File: config.mk
export PLATFORM = sky130hd
export DESIGN_NAME = analog_axis_calibrator_flat
export DESIGN_NICKNAME = d
export VERILOG_FILES = /design/src/rtl/acal_pkg.sv /design/src/rtl/acal_sample_if.sv /design/src/rtl/acal_result_if.sv /design/src/rtl/acal_div.sv /design/src/rtl/acal_dp.sv /design/src/rtl/acal_ctrl.sv /design/src/rtl/analog_axis_calibrator.sv /design/src/flat_wrapper.sv
export SDC_FILE = /design/constraint.sdc
export NUM_CORES = 1
export LEC_CHECK = 0
export ABC_AREA = 1
export BUFFER_PORTS_ARGS = -buffer_cell sky130_fd_sc_hd__clkbuf_2
export CAP_MARGIN = 20
export CORE_ASPECT_RATIO = 1.5
export CORE_MARGIN = 2
export CORE_UTILIZATION = 25
export DETAILED_ROUTE_END_ITERATION = 12
export PLACE_DENSITY = 0.5
export SYNTH_ARGS = -nofsm -noshare
export SYNTH_HDL_FRONTEND = slang
export SYNTH_SLANG_ARGS = --single-unit
File: constraint.sdc
create_clock -name clk -period 9.8 [get_ports clk]
set_clock_uncertainty 0.05 [all_clocks]
set_input_delay 0.98 -clock clk [delete_from_list [all_inputs] [get_ports clk]]
set_output_delay 0.98 -clock clk [all_outputs]
set_load 0.02 [all_outputs]
File: src/rtl/acal_pkg.sv
// Shared types and constants for the analog axis calibrator.
`default_nettype none
package acal_pkg;

	localparam int AXIS_W     = 16;
	localparam int DZ_W       = 8;
	localparam int RECIP_W    = 17;
	localparam int CFG_IDX_W  = 3;
	localparam int CFG_DATA_W = 8;
	localparam int DIV_STEPS  = 17;
	localparam int DIV_CNT_W  = $clog2(DIV_STEPS + 1);

	localparam logic [AXIS_W-1:0]  AXIS_MAX = '1;
	localparam logic [RECIP_W-1:0] DIVIDEND = RECIP_W'(1) << AXIS_W;

	// configuration register indexes
	localparam logic [CFG_IDX_W-1:0] REG_DEADZONE_LOW    = 3'd0;
	localparam logic [CFG_IDX_W-1:0] REG_DEADZONE_HIGH   = 3'd1;
	localparam logic [CFG_IDX_W-1:0] REG_HYSTERESIS_BAND = 3'd2;
	localparam logic [CFG_IDX_W-1:0] REG_INVERT_AXIS     = 3'd3;
	localparam logic [CFG_IDX_W-1:0] REG_AUTO_CALIBRATE  = 3'd4;

	localparam logic [DZ_W-1:0] DZ_LOW_RESET  = 8'd12;
	localparam logic [DZ_W-1:0] DZ_HIGH_RESET = 8'd242;
	localparam logic [DZ_W-1:0] BAND_RESET    = 8'd1;

	typedef struct packed {
		logic [DZ_W-1:0] deadzone_low;
		logic [DZ_W-1:0] deadzone_high;
		logic [DZ_W-1:0] hysteresis_band;
		logic            invert_axis;
		logic            auto_calibrate;
	} cfg_t;

	typedef enum logic [2:0] {
		ST_IDLE,
		ST_FILTER,
		ST_MUL_LO,
		ST_MUL_HI,
		ST_SPAN,
		ST_DIV,
		ST_MAP,
		ST_OUT
	} state_t;

	typedef struct packed {
		logic load_in;
		logic filter;
		logic mul_lo;
		logic mul_hi;
		logic div_start;
		logic map;
		logic out_load;
	} cmd_t;

	typedef struct packed {
		logic is_cmd;
		logic extreme;
		logic span_ok;
		logic div_done;
		logic out_free;
	} status_t;

endpackage
`default_nettype wire

File: src/rtl/acal_sample_if.sv
// Input channel: command and raw converter sample.
`default_nettype none
interface acal_sample_if #(
	parameter int SAMPLE_BITS = 10
);
	logic                   valid;
	logic                   ready;
	logic                   command;
	logic [SAMPLE_BITS-1:0] raw_sample;

	modport source (output valid, output command, output raw_sample, input ready);
	modport sink   (input valid, input command, input raw_sample, output ready);
endinterface
`default_nettype wire

File: src/rtl/acal_result_if.sv
// Output channel: mapped position and calibration extremes.
`default_nettype none
interface acal_result_if;
	logic                        valid;
	logic                        ready;
	logic [acal_pkg::AXIS_W-1:0] position;
	logic [acal_pkg::AXIS_W-1:0] calib_low;
	logic [acal_pkg::AXIS_W-1:0] calib_high;

	modport source (output valid, output position, output calib_low, output calib_high,
		input ready);
	modport sink   (input valid, input position, input calib_low, input calib_high,
		output ready);
endinterface
`default_nettype wire

File: src/rtl/acal_div.sv
// Restoring serial divider: 65536 / divisor, one quotient bit per cycle.
`default_nettype none
module acal_div (
	input  wire logic                         clk,
	input  wire logic                         arst_n,
	input  wire logic                         start,
	input  wire logic [acal_pkg::AXIS_W-1:0]  divisor,
	output logic                              done,
	output logic [acal_pkg::RECIP_W-1:0]      quotient
);
	logic                            busy_q;
	logic                            done_q;
	logic [acal_pkg::DIV_CNT_W-1:0]  cnt_q;
	logic [acal_pkg::AXIS_W-1:0]     d_q;
	logic [acal_pkg::AXIS_W-1:0]     rem_q;
	logic [acal_pkg::RECIP_W-1:0]    quo_q;
	logic [acal_pkg::AXIS_W:0]       trial;
	logic                            fits;

	assign trial = {rem_q, quo_q[acal_pkg::RECIP_W-1]};
	assign fits  = trial >= {1'b0, d_q};

	always_ff @(posedge clk or negedge arst_n) begin
		if (!arst_n) begin
			busy_q <= 1'b0;
			done_q <= 1'b0;
			cnt_q  <= '0;
		end else begin
			done_q <= 1'b0;
			if (start) begin
				busy_q <= 1'b1;
				cnt_q  <= acal_pkg::DIV_CNT_W'(acal_pkg::DIV_STEPS);
			end else if (busy_q) begin
				cnt_q <= cnt_q - 1'b1;
				if (cnt_q == acal_pkg::DIV_CNT_W'(1)) begin
					busy_q <= 1'b0;
					done_q <= 1'b1;
				end
			end
		end
	end

	always_ff @(posedge clk) begin
		if (start) begin
			d_q   <= divisor;
			rem_q <= '0;
			quo_q <= acal_pkg::DIVIDEND;
		end else if (busy_q) begin
			rem_q <= fits ? acal_pkg::AXIS_W'(trial - {1'b0, d_q})
			              : acal_pkg::AXIS_W'(trial);
			quo_q <= {quo_q[acal_pkg::RECIP_W-2:0], fits};
		end
	end

	assign done     = done_q;
	assign quotient = quo_q;

	// quotient never overshoots 65536 / divisor
	a_quo_bound: assert property (@(posedge clk) disable iff (!arst_n)
		done_q |-> ((33'(quo_q) * 33'(d_q)) <= 33'(acal_pkg::DIVIDEND)))
		else $error("divider quotient too large");

endmodule
`default_nettype wire

File: src/rtl/acal_dp.sv
// Datapath: filter, extremes, domain, reciprocal and output register.
`default_nettype none
module acal_dp #(
	parameter int SAMPLE_BITS = 10
) (
	input  wire logic                        clk,
	input  wire logic                        arst_n,
	input  wire acal_pkg::cfg_t              cfg,
	input  wire acal_pkg::cmd_t              cmd,
	output acal_pkg::status_t                status,
	input  wire logic                        in_command,
	input  wire logic [SAMPLE_BITS-1:0]      in_raw,
	input  wire logic                        out_ready,
	output logic                             out_valid,
	output logic [acal_pkg::AXIS_W-1:0]      out_position,
	output logic [acal_pkg::AXIS_W-1:0]      out_calib_low,
	output logic [acal_pkg::AXIS_W-1:0]      out_calib_high
);
	localparam int W = acal_pkg::AXIS_W;
	localparam int DZ_SEL_W = 1;

	logic                         command_q;
	logic [SAMPLE_BITS-1:0]       raw_q;
	logic [W-1:0]                 filt_q;
	logic [W-1:0]                 axis_q;
	logic [W-1:0]                 seen_low_q;
	logic [W-1:0]                 seen_high_q;
	logic [W-1:0]                 start_q;
	logic [W-1:0]                 end_q;
	logic [acal_pkg::RECIP_W-1:0] recip_q;
	logic [W-1:0]                 pos_q;
	logic                         out_valid_q;
	logic [W-1:0]                 out_pos_q;
	logic [W-1:0]                 out_low_q;
	logic [W-1:0]                 out_high_q;

	logic [W-1:0]                 raw16;
	logic [W:0]                   upper_lim;
	logic [W:0]                   raw_plus;
	logic [W-1:0]                 filt_nxt;
	logic [W-1:0]                 axis_nxt;
	logic                         new_low;
	logic                         new_high;
	logic [W-1:0]                 range;
	logic [DZ_SEL_W-1:0]          unused_sel;
	logic [W+acal_pkg::DZ_W-1:0]  mprod;
	logic [W-1:0]                 bound;
	logic [W-1:0]                 diff;
	logic [2*W-1:0]               map_prod;
	logic                         div_done;
	logic [acal_pkg::RECIP_W-1:0] div_quo;

	// hysteresis filter, widened by one bit so the band never wraps
	assign raw16     = W'(raw_q);
	assign upper_lim = {1'b0, filt_q} + (W+1)'(cfg.hysteresis_band);
	assign raw_plus  = {1'b0, raw16} + (W+1)'(cfg.hysteresis_band);

	always_comb begin
		if ({1'b0, raw16} > upper_lim)
			filt_nxt = raw16 - W'(cfg.hysteresis_band);
		else if (raw_plus < {1'b0, filt_q})
			filt_nxt = W'(raw_plus);
		else
			filt_nxt = filt_q;
	end

	assign axis_nxt = cfg.invert_axis ? ~filt_nxt : filt_nxt;
	assign new_low  = cfg.auto_calibrate && (axis_nxt < seen_low_q);
	assign new_high = cfg.auto_calibrate && (axis_nxt > seen_high_q);

	// one shared 16x8 multiplier for both deadzone edges
	assign unused_sel = DZ_SEL_W'(cmd.mul_hi);
	assign range      = seen_high_q - seen_low_q;
	assign mprod      = (W+acal_pkg::DZ_W)'(range) *
	                    (W+acal_pkg::DZ_W)'(unused_sel[0] ? cfg.deadzone_high
	                                                      : cfg.deadzone_low);
	assign bound      = seen_low_q + mprod[W+acal_pkg::DZ_W-1:acal_pkg::DZ_W];

	assign diff     = axis_q - start_q;
	assign map_prod = (2*W)'(diff) * (2*W)'(recip_q[W-1:0]);

	acal_div u_div (
		.clk      (clk),
		.arst_n   (arst_n),
		.start    (cmd.div_start),
		.divisor  (end_q - start_q),
		.done     (div_done),
		.quotient (div_quo)
	);

	always_ff @(posedge clk) begin
		if (cmd.load_in) begin
			command_q <= in_command;
			raw_q     <= in_raw;
		end
		if (cmd.filter)
			axis_q <= axis_nxt;
		if (cmd.map) begin
			if (axis_q <= start_q)
				pos_q <= '0;
			else if (axis_q >= end_q)
				pos_q <= acal_pkg::AXIS_MAX;
			else
				pos_q <= map_prod[W-1:0];
		end
		if (cmd.out_load) begin
			out_pos_q  <= pos_q;
			out_low_q  <= seen_low_q;
			out_high_q <= seen_high_q;
		end
	end

	// architectural state
	always_ff @(posedge clk or negedge arst_n) begin
		if (!arst_n) begin
			filt_q      <= '0;
			seen_low_q  <= acal_pkg::AXIS_MAX;
			seen_high_q <= '0;
			start_q     <= acal_pkg::AXIS_MAX;
			end_q       <= acal_pkg::AXIS_MAX;
			recip_q     <= '0;
			out_valid_q <= 1'b0;
		end else begin
			if (cmd.filter) begin
				if (command_q) begin
					// recalibrate: empty span always lands on an empty domain at the top
					filt_q      <= raw16;
					seen_low_q  <= acal_pkg::AXIS_MAX;
					seen_high_q <= '0;
					start_q     <= acal_pkg::AXIS_MAX;
					end_q       <= acal_pkg::AXIS_MAX;
				end else begin
					filt_q <= filt_nxt;
					if (new_low)
						seen_low_q <= axis_nxt;
					if (new_high)
						seen_high_q <= axis_nxt;
				end
			end
			if (cmd.mul_lo)
				start_q <= bound;
			if (cmd.mul_hi)
				end_q <= bound;
			if (div_done)
				recip_q <= div_quo;
			if (cmd.out_load)
				out_valid_q <= 1'b1;
			else if (out_ready)
				out_valid_q <= 1'b0;
		end
	end

	always_comb begin
		status          = '0;
		status.is_cmd   = command_q;
		status.extreme  = new_low || new_high;
		status.span_ok  = end_q > start_q;
		status.div_done = div_done;
		status.out_free = !out_valid_q || out_ready;
	end

	assign out_valid      = out_valid_q;
	assign out_position   = out_pos_q;
	assign out_calib_low  = out_low_q;
	assign out_calib_high = out_high_q;

	// an open domain always carries a usable reciprocal
	a_recip_live: assert property (@(posedge clk) disable iff (!arst_n)
		(cmd.out_load && (end_q > start_q)) |-> (recip_q != '0))
		else $error("open domain without reciprocal");

endmodule
`default_nettype wire

File: src/rtl/acal_ctrl.sv
// Controller state machine sequencing one request at a time.
`default_nettype none
module acal_ctrl (
	input  wire logic              clk,
	input  wire logic              arst_n,
	input  wire logic              in_valid,
	output logic                   in_ready,
	input  wire acal_pkg::status_t status,
	output acal_pkg::cmd_t         cmd
);
	acal_pkg::state_t state_q;
	acal_pkg::state_t state_d;

	always_ff @(posedge clk or negedge arst_n) begin
		if (!arst_n)
			state_q <= acal_pkg::ST_IDLE;
		else
			state_q <= state_d;
	end

	always_comb begin
		state_d  = state_q;
		cmd      = '0;
		in_ready = 1'b0;
		case (state_q)
			acal_pkg::ST_IDLE: begin
				in_ready    = 1'b1;
				cmd.load_in = in_valid;
				if (in_valid)
					state_d = acal_pkg::ST_FILTER;
			end
			acal_pkg::ST_FILTER: begin
				cmd.filter = 1'b1;
				if (status.is_cmd)
					state_d = acal_pkg::ST_IDLE;
				else if (status.extreme)
					state_d = acal_pkg::ST_MUL_LO;
				else
					state_d = acal_pkg::ST_MAP;
			end
			acal_pkg::ST_MUL_LO: begin
				cmd.mul_lo = 1'b1;
				state_d    = acal_pkg::ST_MUL_HI;
			end
			acal_pkg::ST_MUL_HI: begin
				cmd.mul_hi = 1'b1;
				state_d    = acal_pkg::ST_SPAN;
			end
			acal_pkg::ST_SPAN: begin
				if (status.span_ok) begin
					cmd.div_start = 1'b1;
					state_d       = acal_pkg::ST_DIV;
				end else begin
					state_d = acal_pkg::ST_MAP;
				end
			end
			acal_pkg::ST_DIV: begin
				if (status.div_done)
					state_d = acal_pkg::ST_MAP;
			end
			acal_pkg::ST_MAP: begin
				cmd.map = 1'b1;
				state_d = acal_pkg::ST_OUT;
			end
			acal_pkg::ST_OUT: begin
				if (status.out_free) begin
					cmd.out_load = 1'b1;
					state_d      = acal_pkg::ST_IDLE;
				end
			end
			default: state_d = acal_pkg::ST_IDLE;
		endcase
	end

	a_accept_filter: assert property (@(posedge clk) disable iff (!arst_n)
		(in_valid && in_ready) |=> (state_q == acal_pkg::ST_FILTER))
		else $error("accepted request not filtered next");

	a_div_waited: assert property (@(posedge clk) disable iff (!arst_n)
		status.div_done |-> (state_q == acal_pkg::ST_DIV))
		else $error("divider finished outside wait state");

endmodule
`default_nettype wire

File: src/rtl/analog_axis_calibrator.sv
// Top level of the analog axis calibrator: config registers, controller and datapath.
//
//  channel  dir  handshake      payload
//  sample   in   valid/ready    command, raw_sample[SAMPLE_BITS]
//  result   out  valid/ready    position[16], calib_low[16], calib_high[16]
//  cfg      in   cfg_wr_en      cfg_index[3], cfg_data[8]
//
// A sample with no new extreme goes through accept, filter, map and output.
// A new extreme also runs both deadzone multiplies and a span check; an open domain
// then waits on the 17-step serial divider that rebuilds the reciprocal; a closed
// domain skips it. A recalibrate is accepted and filtered and gives no result.
// Reset restores the control and calibration state at once; no clearing pass.
// A held result stalls only the final output step; the next request is taken
// while the previous result waits in the output register.
`default_nettype none
module analog_axis_calibrator #(
	parameter int SAMPLE_BITS = 10
) (
	input  wire logic                              clk,
	input  wire logic                              arst_n,
	acal_sample_if.sink                            sample,
	acal_result_if.source                          result,
	input  wire logic                              cfg_wr_en,
	input  wire logic [acal_pkg::CFG_IDX_W-1:0]    cfg_index,
	input  wire logic [acal_pkg::CFG_DATA_W-1:0]   cfg_data
);
	acal_pkg::cfg_t    cfg_q;
	acal_pkg::cmd_t    cmd;
	acal_pkg::status_t status;

	// configuration registers: the user must write them only while idle; not enforced here
	always_ff @(posedge clk or negedge arst_n) begin
		if (!arst_n) begin
			cfg_q.deadzone_low    <= acal_pkg::DZ_LOW_RESET;
			cfg_q.deadzone_high   <= acal_pkg::DZ_HIGH_RESET;
			cfg_q.hysteresis_band <= acal_pkg::BAND_RESET;
			cfg_q.invert_axis     <= 1'b0;
			cfg_q.auto_calibrate  <= 1'b1;
		end else if (cfg_wr_en) begin
			case (cfg_index)
				acal_pkg::REG_DEADZONE_LOW:    cfg_q.deadzone_low    <= cfg_data;
				acal_pkg::REG_DEADZONE_HIGH:   cfg_q.deadzone_high   <= cfg_data;
				acal_pkg::REG_HYSTERESIS_BAND: cfg_q.hysteresis_band <= cfg_data;
				acal_pkg::REG_INVERT_AXIS:     cfg_q.invert_axis     <= cfg_data[0];
				acal_pkg::REG_AUTO_CALIBRATE:  cfg_q.auto_calibrate  <= cfg_data[0];
				default: ;
			endcase
		end
	end

	// sequencer: one request in flight, divider wait dominates
	acal_ctrl u_ctrl (
		.clk      (clk),
		.arst_n   (arst_n),
		.in_valid (sample.valid),
		.in_ready (sample.ready),
		.status   (status),
		.cmd      (cmd)
	);

	// filter, extremes, deadzone domain, reciprocal and output register
	acal_dp #(
		.SAMPLE_BITS (SAMPLE_BITS)
	) u_dp (
		.clk            (clk),
		.arst_n         (arst_n),
		.cfg            (cfg_q),
		.cmd            (cmd),
		.status         (status),
		.in_command     (sample.command),
		.in_raw         (sample.raw_sample),
		.out_ready      (result.ready),
		.out_valid      (result.valid),
		.out_position   (result.position),
		.out_calib_low  (result.calib_low),
		.out_calib_high (result.calib_high)
	);

endmodule
`default_nettype wire

File: src/flat_wrapper.sv
// flat-port wrapper written by rule: the top's interface ports become plain ports
module analog_axis_calibrator_flat 
#(
	parameter int SAMPLE_BITS = 10
)
  (clk, arst_n, cfg_wr_en, cfg_index, cfg_data, sample_valid, sample_command, sample_raw_sample, sample_ready, result_valid, result_position, result_calib_low, result_calib_high, result_ready);
  acal_sample_if #(.SAMPLE_BITS(SAMPLE_BITS)) sample_i ();
  acal_result_if result_i ();
  input  wire logic clk;
  input  wire logic arst_n;
  input  wire logic cfg_wr_en;
  input  wire logic [acal_pkg::CFG_IDX_W-1:0] cfg_index;
  input  wire logic [acal_pkg::CFG_DATA_W-1:0] cfg_data;
  input wire logic [$bits(sample_i.valid)-1:0] sample_valid;
  input wire logic [$bits(sample_i.command)-1:0] sample_command;
  input wire logic [$bits(sample_i.raw_sample)-1:0] sample_raw_sample;
  output wire logic [$bits(sample_i.ready)-1:0] sample_ready;
  output wire logic [$bits(result_i.valid)-1:0] result_valid;
  output wire logic [$bits(result_i.position)-1:0] result_position;
  output wire logic [$bits(result_i.calib_low)-1:0] result_calib_low;
  output wire logic [$bits(result_i.calib_high)-1:0] result_calib_high;
  input wire logic [$bits(result_i.ready)-1:0] result_ready;
  assign sample_i.valid = sample_valid;
  assign sample_i.command = sample_command;
  assign sample_i.raw_sample = sample_raw_sample;
  assign sample_ready = sample_i.ready;
  assign result_valid = result_i.valid;
  assign result_position = result_i.position;
  assign result_calib_low = result_i.calib_low;
  assign result_calib_high = result_i.calib_high;
  assign result_i.ready = result_ready;
  analog_axis_calibrator #(.SAMPLE_BITS(SAMPLE_BITS)) u_core (.clk(clk), .arst_n(arst_n), .sample(sample_i), .result(result_i), .cfg_wr_en(cfg_wr_en), .cfg_index(cfg_index), .cfg_data(cfg_data));
endmodule
==> impl_metrics.tcl, run 1 <==
set metrics [dict create \
    outcome "finished, final reports clean" \
    synth_nets 3394 \
    cp-start-kind "flip-flop" \
    fin_crit_ns 8.38 \
    synth.yosys.seq_area_share_pct 30.0 \
    arrival_ns 8.88 \
    dp_hpwl_mm 57.1 \
    wire_per_inst_um 16.1 \
    critPathRequiredTime_ns 10.30 \
    grt_pass1_wl_mm 109 \
    initial_core_util_pct 25.2 \
    maxSlewViolCount 0 \
    hold_violation_total_from_the_final_report 0 \
    cts.repair_timing.setup_buffer_count 0 \
    crit_path_max_fanout 6 \
    critical-path-max-stage-delay_ns 0.56 \
    clk-insertion-delay-late_ns 0.61 \
    rsz0062_at_grt "no" \
    number_of_synthesis_warnings 0 \
    die-width_um 258 \
    residual_drc_count 0 \
    crit_top_cell "sky130_fd_sc_hd__nand2_1" \
    number_of_resized_instances_in_the_post_cts_repair_step 0 \
    finalCritPeriodShare_pct 85.5 \
    clock_tree.root_cell "sky130_fd_sc_hd__clkbuf_16" \
    maxCapViolCount 0 \
    mappedNetlistArea_um2 24200 \
    drt_first_pass_iters 4 \
    routed_wirelength_mm 69.4 \
    clock-sinks 273 \
    vias 19100 \
    largest_register_ffs 26 \
    numPortBuffers 76 \
    grt_antenna_before_repair 1 \
    critPathSlowestCell "sky130_fd_sc_hd__dfstp_2" \
    yosysUniqueCellTypes 61 \
    dominantRegCellSynth "sky130_fd_sc_hd__edfxtp_1" \
    num_rows 139 \
    synth.avg_cell_area_um2 8.27 \
    max_clock_freq_mhz 119 \
    drt-vias-per-instance 4.43 \
    top_level_ports 77 \
    timing.max_slew.rel_slack_pct 25.9 \
    first_global_vias 20100 \
    tritoncts.num_buffers 31 \
    critPathCaptureType "flip-flop" \
    yosys_register_bits 273 \
    globalRoute.totalOverflow 0 \
    drt_iter0_drc 856 \
    clock_tree.buffer_depth 3 \
    ys_async_sr_fraction_pct 48.7 \
    registers.top_by_ff_count "u_core.cfg_q" \
    tritoncts "yes" \
    drt.antenna.violating_nets 0 \
    synth_edf_count 107 \
    holdBufCountCts 0 \
    grt_start_max_net_pins 78 \
    routabilityCongestion 0.872 \
    critPathKind "flip-flop to flip-flop" \
    final.setup.tns_ns 0 \
    r2r-start "u_core.u_dp.seen_low_q[2]$_DFFE_PN1P_" \
    layout.nets 3466 \
    core_um2 96000 \
    worst_slew_pin_slew_ns 1.11 \
    worst_setup_hold_path_clk_slew_ns 0.07 \
    design.die.area_um2 99500 \
    drive_gt1_share_pct 8.25 \
    setup-violations-final 0 \
    hold_path_class "input pin to async pin" \
    most-common-layout-cells "sky130_fd_sc_hd__inv_1, sky130_fd_sc_hd__nand2_1, sky130_fd_sc_hd__ha_1" \
    synth_instances 2932 \
    commonest_non_fill_non_tap_cell_in_the_layout "sky130_fd_sc_hd__inv_1" \
    n_fill_cell 10400 \
    ctsHtreeMaxLevel 1 \
    die_h_um 385 \
    synthToLayoutAreaGrowth_pct 12.4 \
    grt_usage_pct 14.1 \
    critical_path_startpoint "u_core.u_dp.seen_low_q[2]$_DFFE_PN1P_" \
]
## Yosys cell counts, types with 2 or more instances
cell type	n	area (um^2)
sky130_fd_sc_hd__nand2_2	7	43.8
sky130_fd_sc_hd__dfrtp_1	76	1900
sky130_fd_sc_hd__o21a_1	7	52.6
sky130_fd_sc_hd__xor2_1	82	718
sky130_fd_sc_hd__nand3b_1	6	45.0
sky130_fd_sc_hd__xnor2_1	36	315
sky130_fd_sc_hd__xor2_2	2	32.5
sky130_fd_sc_hd__a211oi_1	4	30.0
sky130_fd_sc_hd__o311ai_0	2	17.5
sky130_fd_sc_hd__buf_2	8	40.0
sky130_fd_sc_hd__ha_1	264	3300
sky130_fd_sc_hd__fa_1	171	3420
sky130_fd_sc_hd__nand3_1	101	505
sky130_fd_sc_hd__nand2_1	571	2140
sky130_fd_sc_hd__a221oi_1	3	26.3
sky130_fd_sc_hd__o221ai_1	12	105
sky130_fd_sc_hd__nor3_1	14	70.1
sky130_fd_sc_hd__clkinv_1	9	33.8
sky130_fd_sc_hd__dfxtp_1	33	661
sky130_fd_sc_hd__o22ai_1	13	81.3
sky130_fd_sc_hd__dfstp_2	57	1500
sky130_fd_sc_hd__o21bai_1	11	82.6
sky130_fd_sc_hd__a21oi_2	2	17.5
sky130_fd_sc_hd__o31ai_1	4	30.0
sky130_fd_sc_hd__clkbuf_1	40	150
sky130_fd_sc_hd__a22oi_1	17	128
sky130_fd_sc_hd__or2_1	2	12.5
sky130_fd_sc_hd__a21o_1	8	60.1
sky130_fd_sc_hd__a32o_1	3	30.0
sky130_fd_sc_hd__edfxtp_1	107	3210
sky130_fd_sc_hd__a21boi_0	2	15.0
sky130_fd_sc_hd__buf_1	2	7.51
sky130_fd_sc_hd__or2_2	18	113
sky130_fd_sc_hd__a21oi_1	165	826
sky130_fd_sc_hd__inv_1	603	2260
sky130_fd_sc_hd__o21ai_2	5	43.8
sky130_fd_sc_hd__o211ai_1	6	45.0
sky130_fd_sc_hd__nor2_1	238	893
sky130_fd_sc_hd__o21ai_1	9	45.0
sky130_fd_sc_hd__a31oi_1	11	68.8
sky130_fd_sc_hd__inv_2	3	11.3
sky130_fd_sc_hd__nand4_1	26	163
sky130_fd_sc_hd__o21ai_0	154	771
## metrics by stage
stage / hold WS [ns] / std cells / utilization, % / setup WS [ns] / area, um^2
after floorplan: 0.350 / 2932 / - / 2.24 / 24200
after global placement: 0.352 / 4240 / 27.2 / 1.45 / 26100
after detailed placement: 0.355 / 4240 / 27.2 / 1.43 / 26100
after CTS: 0.370 / 4298 / 28.4 / 1.39 / 27200
after global routing: 0.380 / 4298 / 28.4 / 0.584 / 27200
final: 0.344 / 4299 / 28.4 / 1.42 / 27200
## final timing paths
kind / to / slack (ns) / cells past startpoint
setup / recovery: u_core.u_dp.end_q[15]$_DFFE_PN1P_ / 1.42 / 45
hold / removal: u_core.u_dp.filt_q[1]$_DFFE_PN0P_ / 0.34 / 1
min in group clk: u_core.u_dp.out_position[9]$_DFFE_PP_ / 0.37 / 0
setup reg to reg: u_core.u_dp.end_q[15]$_DFFE_PN1P_ / 1.42 / 45
hold reg to reg: u_core.u_dp.out_position[9]$_DFFE_PP_ / 0.37 / 0
max in group asynchronous: u_core.u_dp.seen_high_q[11]$_DFFE_PN0P_ / 7.99 / 2
## cell families (layout without fill, tap and decap cells)
group / after synthesis / after routing / synth area share [%]
other: 0 / 1 / 0
DFF: 273 / 273 / 30.0
and+or+nand+nor: 993 / 993 / 16.9
adders and majority gates: 435 / 435 / 27.8
buffers and inverters: 667 / 764 / 10.4
AOI/OAI and AO/OA: 443 / 443 / 10.4
xor gates and xnor gates: 121 / 121 / 4.47
## critical path, delay by kind of cell (launching register included)
family	cells	cell delay [ns]
buffers and inverters	7	0.45
adders and majority gates	7	2.87
DFF	1	0.56
AOI/OAI and AO/OA	11	1.94
xor gates and xnor gates	2	0.34
and+or+nand+nor	18	2.12
## per-layer routing
metal  vias up  track usage [%]  routed length (um)
li1       9472                -                   -
met1      9102             14.2               25800
met2       321             28.0               37800
met3       157             1.13                1620
met4         0             8.00                4230
met5         -                0                   0
## final cells by class
class                   count  area (um^2)  area share [%]
diodes                      1         2.50         0.00919
clock buffers              36          836            3.07
clock inverters            22          275            1.01
inverters                 615         2310            8.48
multi-input cells        1992        14500            53.1
flip-flops and latches    273         7270            26.7
well taps                1269         1590            5.83
repair buffers             91          499            1.83
Power of run 1 is left out: the tool's default activity adds up to more than one toggle a clock period on the data nets, which glitch-free logic cannot reach.
==> inputs of run 2 (changes only) <==
- CELL_PAD_IN_SITES_DETAIL_PLACEMENT: default -> 1
- CELL_PAD_IN_SITES_GLOBAL_PLACEMENT: default -> 1
- PLACE_DENSITY: 0.5 -> 0.58
==> run 2 against run 1 <==
  * Critical endpoint unchanged
  * Utilization rose by 0.082 points
  * Maximum frequency is 1.5% lower
  * Critical path depth is the same
  * Largest cell class unchanged
  * Setup slack got worse by 0.13 ns
  * Register-to-register slack lost 0.13 ns
  * Design area grew 0.29%
==> impl_metrics.tcl, run 2 (same netlist as run 1, synthesis figures left out) <==
set metrics [dict create \
    clock_tree.root_cell "sky130_fd_sc_hd__clkbuf_16" \
    final_cell_count_no_fill 4309 \
    wire_per_inst_um 17.7 \
    hold_violation_total_from_the_final_report 0 \
    critPathCaptureType "flip-flop" \
    worst_slack_ns 1.30 \
    critical-path-max-stage-delay_ns 0.55 \
    routed_wirelength_mm 76.3 \
    maxCapViolCount 0 \
    maxSlewViolCount 0 \
    die_h_um 385 \
    numPortBuffers 76 \
    critPathSlowestCell "sky130_fd_sc_hd__dfstp_2" \
    worst_setup_hold_path_clk_slew_ns 0.06 \
    grt_usage_pct 15.7 \
    setup-violations-final 0 \
    grt_start_max_net_pins 75 \
    cp-start-kind "flip-flop" \
    worst_slew_pin_slew_ns 1.05 \
    critPathKind "flip-flop to flip-flop" \
    dp_worst_setup_slack_ns 1.24 \
    layout.nets 3475 \
    outcome "finished, final reports clean" \
    num_rows 139 \
    vias 19400 \
    n_fill_cell 11600 \
    core_um2 96000 \
    critical_path_startpoint "u_core.u_dp.seen_low_q[2]$_DFFE_PN1P_" \
    tritoncts.num_buffers 35 \
    finalCritPeriodShare_pct 86.8 \
    commonest_non_fill_non_tap_cell_in_the_layout "sky130_fd_sc_hd__inv_1" \
    tritoncts "yes" \
    timing.max_slew.rel_slack_pct 29.7 \
    clk-insertion-delay-late_ns 0.57 \
    drt_iter0_drc 512 \
    drive_gt1_share_pct 8.36 \
    crit_top_cell "sky130_fd_sc_hd__nand2_1" \
    drt.antenna.violating_nets 0 \
    first_global_vias 21500 \
    hold_path_class "flip-flop to flip-flop" \
    clock_tree.buffer_depth 3 \
    synthToLayoutAreaGrowth_pct 12.7 \
    grt_pass1_wl_mm 120 \
    globalRoute.totalOverflow 0 \
    routabilityCongestion 0.841 \
    place_inst 4245 \
    residual_drc_count 0 \
    critPathRequiredTime_ns 10.26 \
    largest_register_ffs 26 \
    startpoint_of_the_lowest_slack_hold_path "u_core.u_dp.pos_q[9]$_SDFFCE_PP0P_" \
    registers.top_by_ff_count "u_core.cfg_q" \
    dp_hpwl_mm 62.6 \
    drt_first_pass_iters 4 \
    die-width_um 258 \
    crit_path_max_fanout 6 \
    top_level_ports 77 \
    number_of_resized_instances_in_the_post_cts_repair_step 0 \
    final.setup.tns_ns 0 \
    antenna_cells 0 \
    holdBufCountCts 0 \
    arrival_ns 8.97 \
    cts.repair_timing.setup_buffer_count 0 \
    ctsHtreeMaxLevel 2 \
    rsz0062_at_grt "no" \
    grt_antenna_before_repair 2 \
    max_clock_freq_mhz 118 \
    most-common-layout-cells "sky130_fd_sc_hd__inv_1, sky130_fd_sc_hd__nand2_1, sky130_fd_sc_hd__ha_1" \
    clock-sinks 273 \
    r2r-start "u_core.u_dp.seen_low_q[2]$_DFFE_PN1P_" \
    drt-vias-per-instance 4.51 \
    fin_crit_ns 8.50 \
    design.die.area_um2 99500 \
    initial_core_util_pct 25.2 \
]
run 2: cell type report:
type	instances	area [um^2]	share of cell area, %
Clock buffer	48	1020	3.73
Clock inverter	16	135	0.495
Inverter	615	2310	8.45
Multi-Input combinational cell	1992	14500	52.9
Sequential cell	273	7270	26.6
Tap cell	1269	1590	5.81
Timing Repair Buffer	96	537	1.97
run 2: final timing paths:
path	end	cells after the start	slack [ns]
max in group asynchronous	u_core.cfg_q[10]$_DFFE_PN0P_	2	7.89
worst max register to register	u_core.u_dp.end_q[15]$_DFFE_PN1P_	45	1.30
min in group asynchronous	u_core.u_dp.seen_high_q[14]$_DFFE_PN0P_	1	0.42
worst min register to register	u_core.u_dp.out_position[9]$_DFFE_PP_	0	0.36
worst max-delay path	u_core.u_dp.end_q[15]$_DFFE_PN1P_	45	1.30
worst min-delay path	u_core.u_dp.out_position[9]$_DFFE_PP_	0	0.36
run 2: stage by stage:
stage / utilization [%] / cell area, um^2 / hold WS (ns)
floorplan: - / 24200 / 0.350
global placement: 27.2 / 26200 / 0.354
detailed placement: 27.2 / 26200 / 0.356
CTS: 28.5 / 27300 / 0.362
global route: 28.5 / 27300 / 0.371
finish: 28.5 / 27300 / 0.358
run 2: worst max-delay path: cells and delay by family (launching register included):
family	cells	cell delay (ns)
adders and majority gates	7	2.89
and+or+nand+nor	18	2.11
AOI/OAI and AO/OA	11	2.01
DFF	1	0.55
buffers and inverters	7	0.47
xor gates and xnor gates	2	0.34
run 2: routing by layer:
metal | share of wire [%] | track usage [%] | vias to the layer above | wire length (um)
met4 | 5.2 | 7.64 | 0 | 3940
met1 | 38 | 16.0 | 9603 | 28700
li1 | - | - | 9481 | -
met3 | 2.1 | 1.63 | 124 | 1570
met5 | 0 | 0 | - | 0
met2 | 55 | 31.4 | 232 | 42100
Power of run 2 is left out for the same reason.
==> inputs of run 3 (changes only) <==
- CTS_BUF_LIST: default -> sky130_fd_sc_hd__clkbuf_16
- CTS_CLUSTER_SIZE: default -> 30
==> run 3 against run 2 <==
  * Maximum frequency hardly changed
  * Critical path depth stayed put
  * Via count hardly changed
  * First-iteration DRC count is 1.4% higher
  * Die area stayed put
==> impl_metrics.tcl, run 3 (same netlist as run 1, synthesis figures left out) <==
set metrics [dict create \
    outcome "finished, final reports clean" \
    rsz0062_at_grt "no" \
    drt.antenna.violating_nets 0 \
    critPathSlowestCell "sky130_fd_sc_hd__dfstp_2" \
    clock_tree.root_cell "sky130_fd_sc_hd__clkbuf_16" \
    maxCapViolCount 0 \
    dp_hpwl_mm 62.6 \
    finalCritPeriodShare_pct 86.8 \
    cts.repair_timing.setup_buffer_count 0 \
    grt_start_max_net_pins 75 \
    vias 19400 \
    r2r-start "u_core.u_dp.seen_low_q[2]$_DFFE_PN1P_" \
    critPathKind "flip-flop to flip-flop" \
    grt_pass1_wl_mm 120 \
    drt_iter0_drc 519 \
    worst_setup_hold_path_clk_slew_ns 0.06 \
    critical-path-max-stage-delay_ns 0.55 \
    wire_per_inst_um 17.7 \
    crit_top_cell "sky130_fd_sc_hd__nand2_1" \
    ctsHtreeMaxLevel 2 \
    drive_gt1_share_pct 8.36 \
    num_rows 139 \
    registers.top_by_ff_count "u_core.cfg_q" \
    arrival_ns 8.97 \
    layout.nets 3475 \
    worst-r2r-cell-count 45 \
    crit_path_max_fanout 6 \
    core_um2 96000 \
    routed_wirelength_mm 76.2 \
    final.setup.tns_ns 0 \
    largest_register_ffs 26 \
    grt_antenna_before_repair 2 \
    startpoint_of_the_lowest_slack_hold_path "u_core.u_dp.pos_q[9]$_SDFFCE_PP0P_" \
    maxSlewViolCount 0 \
    synthToLayoutAreaGrowth_pct 12.7 \
    residual_drc_count 0 \
    rrSetupSlack_ns 1.29 \
    die-width_um 258 \
    top_level_ports 77 \
    setup-violations-final 0 \
    globalRoute.totalOverflow 0 \
    clock-sinks 273 \
    number_of_resized_instances_in_the_post_cts_repair_step 0 \
    tritoncts.num_buffers 35 \
    critPathCaptureType "flip-flop" \
    hold_path_class "flip-flop to flip-flop" \
    n_fill_cell 11600 \
    clk-insertion-delay-late_ns 0.58 \
    worst_slew_pin_slew_ns 1.06 \
    hold_path_depth 0 \
    routabilityCongestion 0.841 \
    drt_first_pass_iters 4 \
    cp-start-kind "flip-flop" \
    die_h_um 385 \
    critPathRequiredTime_ns 10.26 \
    max_clock_freq_mhz 118 \
    numPortBuffers 76 \
    timing.max_slew.rel_slack_pct 28.7 \
    initial_core_util_pct 25.2 \
    most-common-layout-cells "sky130_fd_sc_hd__inv_1, sky130_fd_sc_hd__nand2_1, sky130_fd_sc_hd__ha_1" \
    grt_usage_pct 15.7 \
    drt-vias-per-instance 4.51 \
    design.die.area_um2 99500 \
    hold-path-endpoint "u_core.u_dp.out_position[9]$_DFFE_PP_" \
    holdBufCountCts 0 \
    timing.rr.end "u_core.u_dp.end_q[15]$_DFFE_PN1P_" \
    antenna_cells 0 \
    tritoncts "yes" \
    hold_violation_total_from_the_final_report 0 \
    fin_crit_ns 8.51 \
    commonest_non_fill_non_tap_cell_in_the_layout "sky130_fd_sc_hd__inv_1" \
    first_global_vias 21500 \
    clock_tree.buffer_depth 3 \
]
## run 3: worst max-delay path by stage
stage	startpoint	endpoint	cells past startpoint
4_1_cts	u_core.u_dp.seen_low_q[2]$_DFFE_PN1P_	u_core.u_dp.end_q[15]$_DFFE_PN1P_	45
3_3_place_gp	u_core.u_ctrl.state_q[1]$_DFFE_PN0P_	u_core.u_dp.end_q[14]$_DFFE_PN1P_	37
3_5_place_dp	u_core.u_dp.seen_low_q[2]$_DFFE_PN1P_	u_core.u_dp.end_q[15]$_DFFE_PN1P_	45
6_report	u_core.u_dp.seen_low_q[2]$_DFFE_PN1P_	u_core.u_dp.end_q[15]$_DFFE_PN1P_	45
5_1_grt	u_core.u_dp.seen_low_q[2]$_DFFE_PN1P_	u_core.u_dp.end_q[15]$_DFFE_PN1P_	45
2_1_floorplan	u_core.u_dp.seen_low_q[2]$_DFFE_PN1P_	u_core.u_dp.end_q[15]$_DFFE_PN1P_	45
## run 3: final cells by class
cell class                 instances  area, um^2  share of cell area [%]
multi-input combinational       1992       14500                    52.9
sequential                       273        7270                    26.6
inverter                         615        2310                    8.45
tap                             1269        1590                    5.81
clock buffer                      39         976                    3.57
timing repair buffer              96         537                    1.97
clock inverter                    25         169                   0.619
## run 3: worst max-delay path, delay by kind of cell, from the launching register on
family,cells,cell delay [ns]
flops,1,0.55
fa+ha+maj,7,2.89
xor+xnor,2,0.34
simple gates,18,2.11
compound gates,11,2.01
buf+inv,7,0.46
## run 3: metrics by stage
| step | util [%] | std cells | setup WS, ns | instance area [um^2] | hold slack, ns |
|---|---|---|---|---|---|
| finish | 28.4 | 4309 | 1.29 | 27300 | 0.361 |
| global route | 28.4 | 4309 | 0.503 | 27300 | 0.371 |
| CTS | 28.4 | 4309 | 1.19 | 27300 | 0.362 |
| detailed placement | 27.2 | 4245 | 1.24 | 26200 | 0.356 |
| global placement | 27.2 | 4245 | 1.44 | 26200 | 0.354 |
| floorplan | - | 2932 | 2.24 | 24200 | 0.350 |
## run 3: routing by layer
metal,up-vias,wire (um),share of wire [%],GRT usage [%]
li1,9479,-,-,-
met4,0,3910,5.1,7.64
met2,245,42100,55,31.3
met5,-,0,0,0
met1,9589,28600,38,15.9
met3,124,1640,2.1,1.63
Power of run 3 is left out for the same reason.
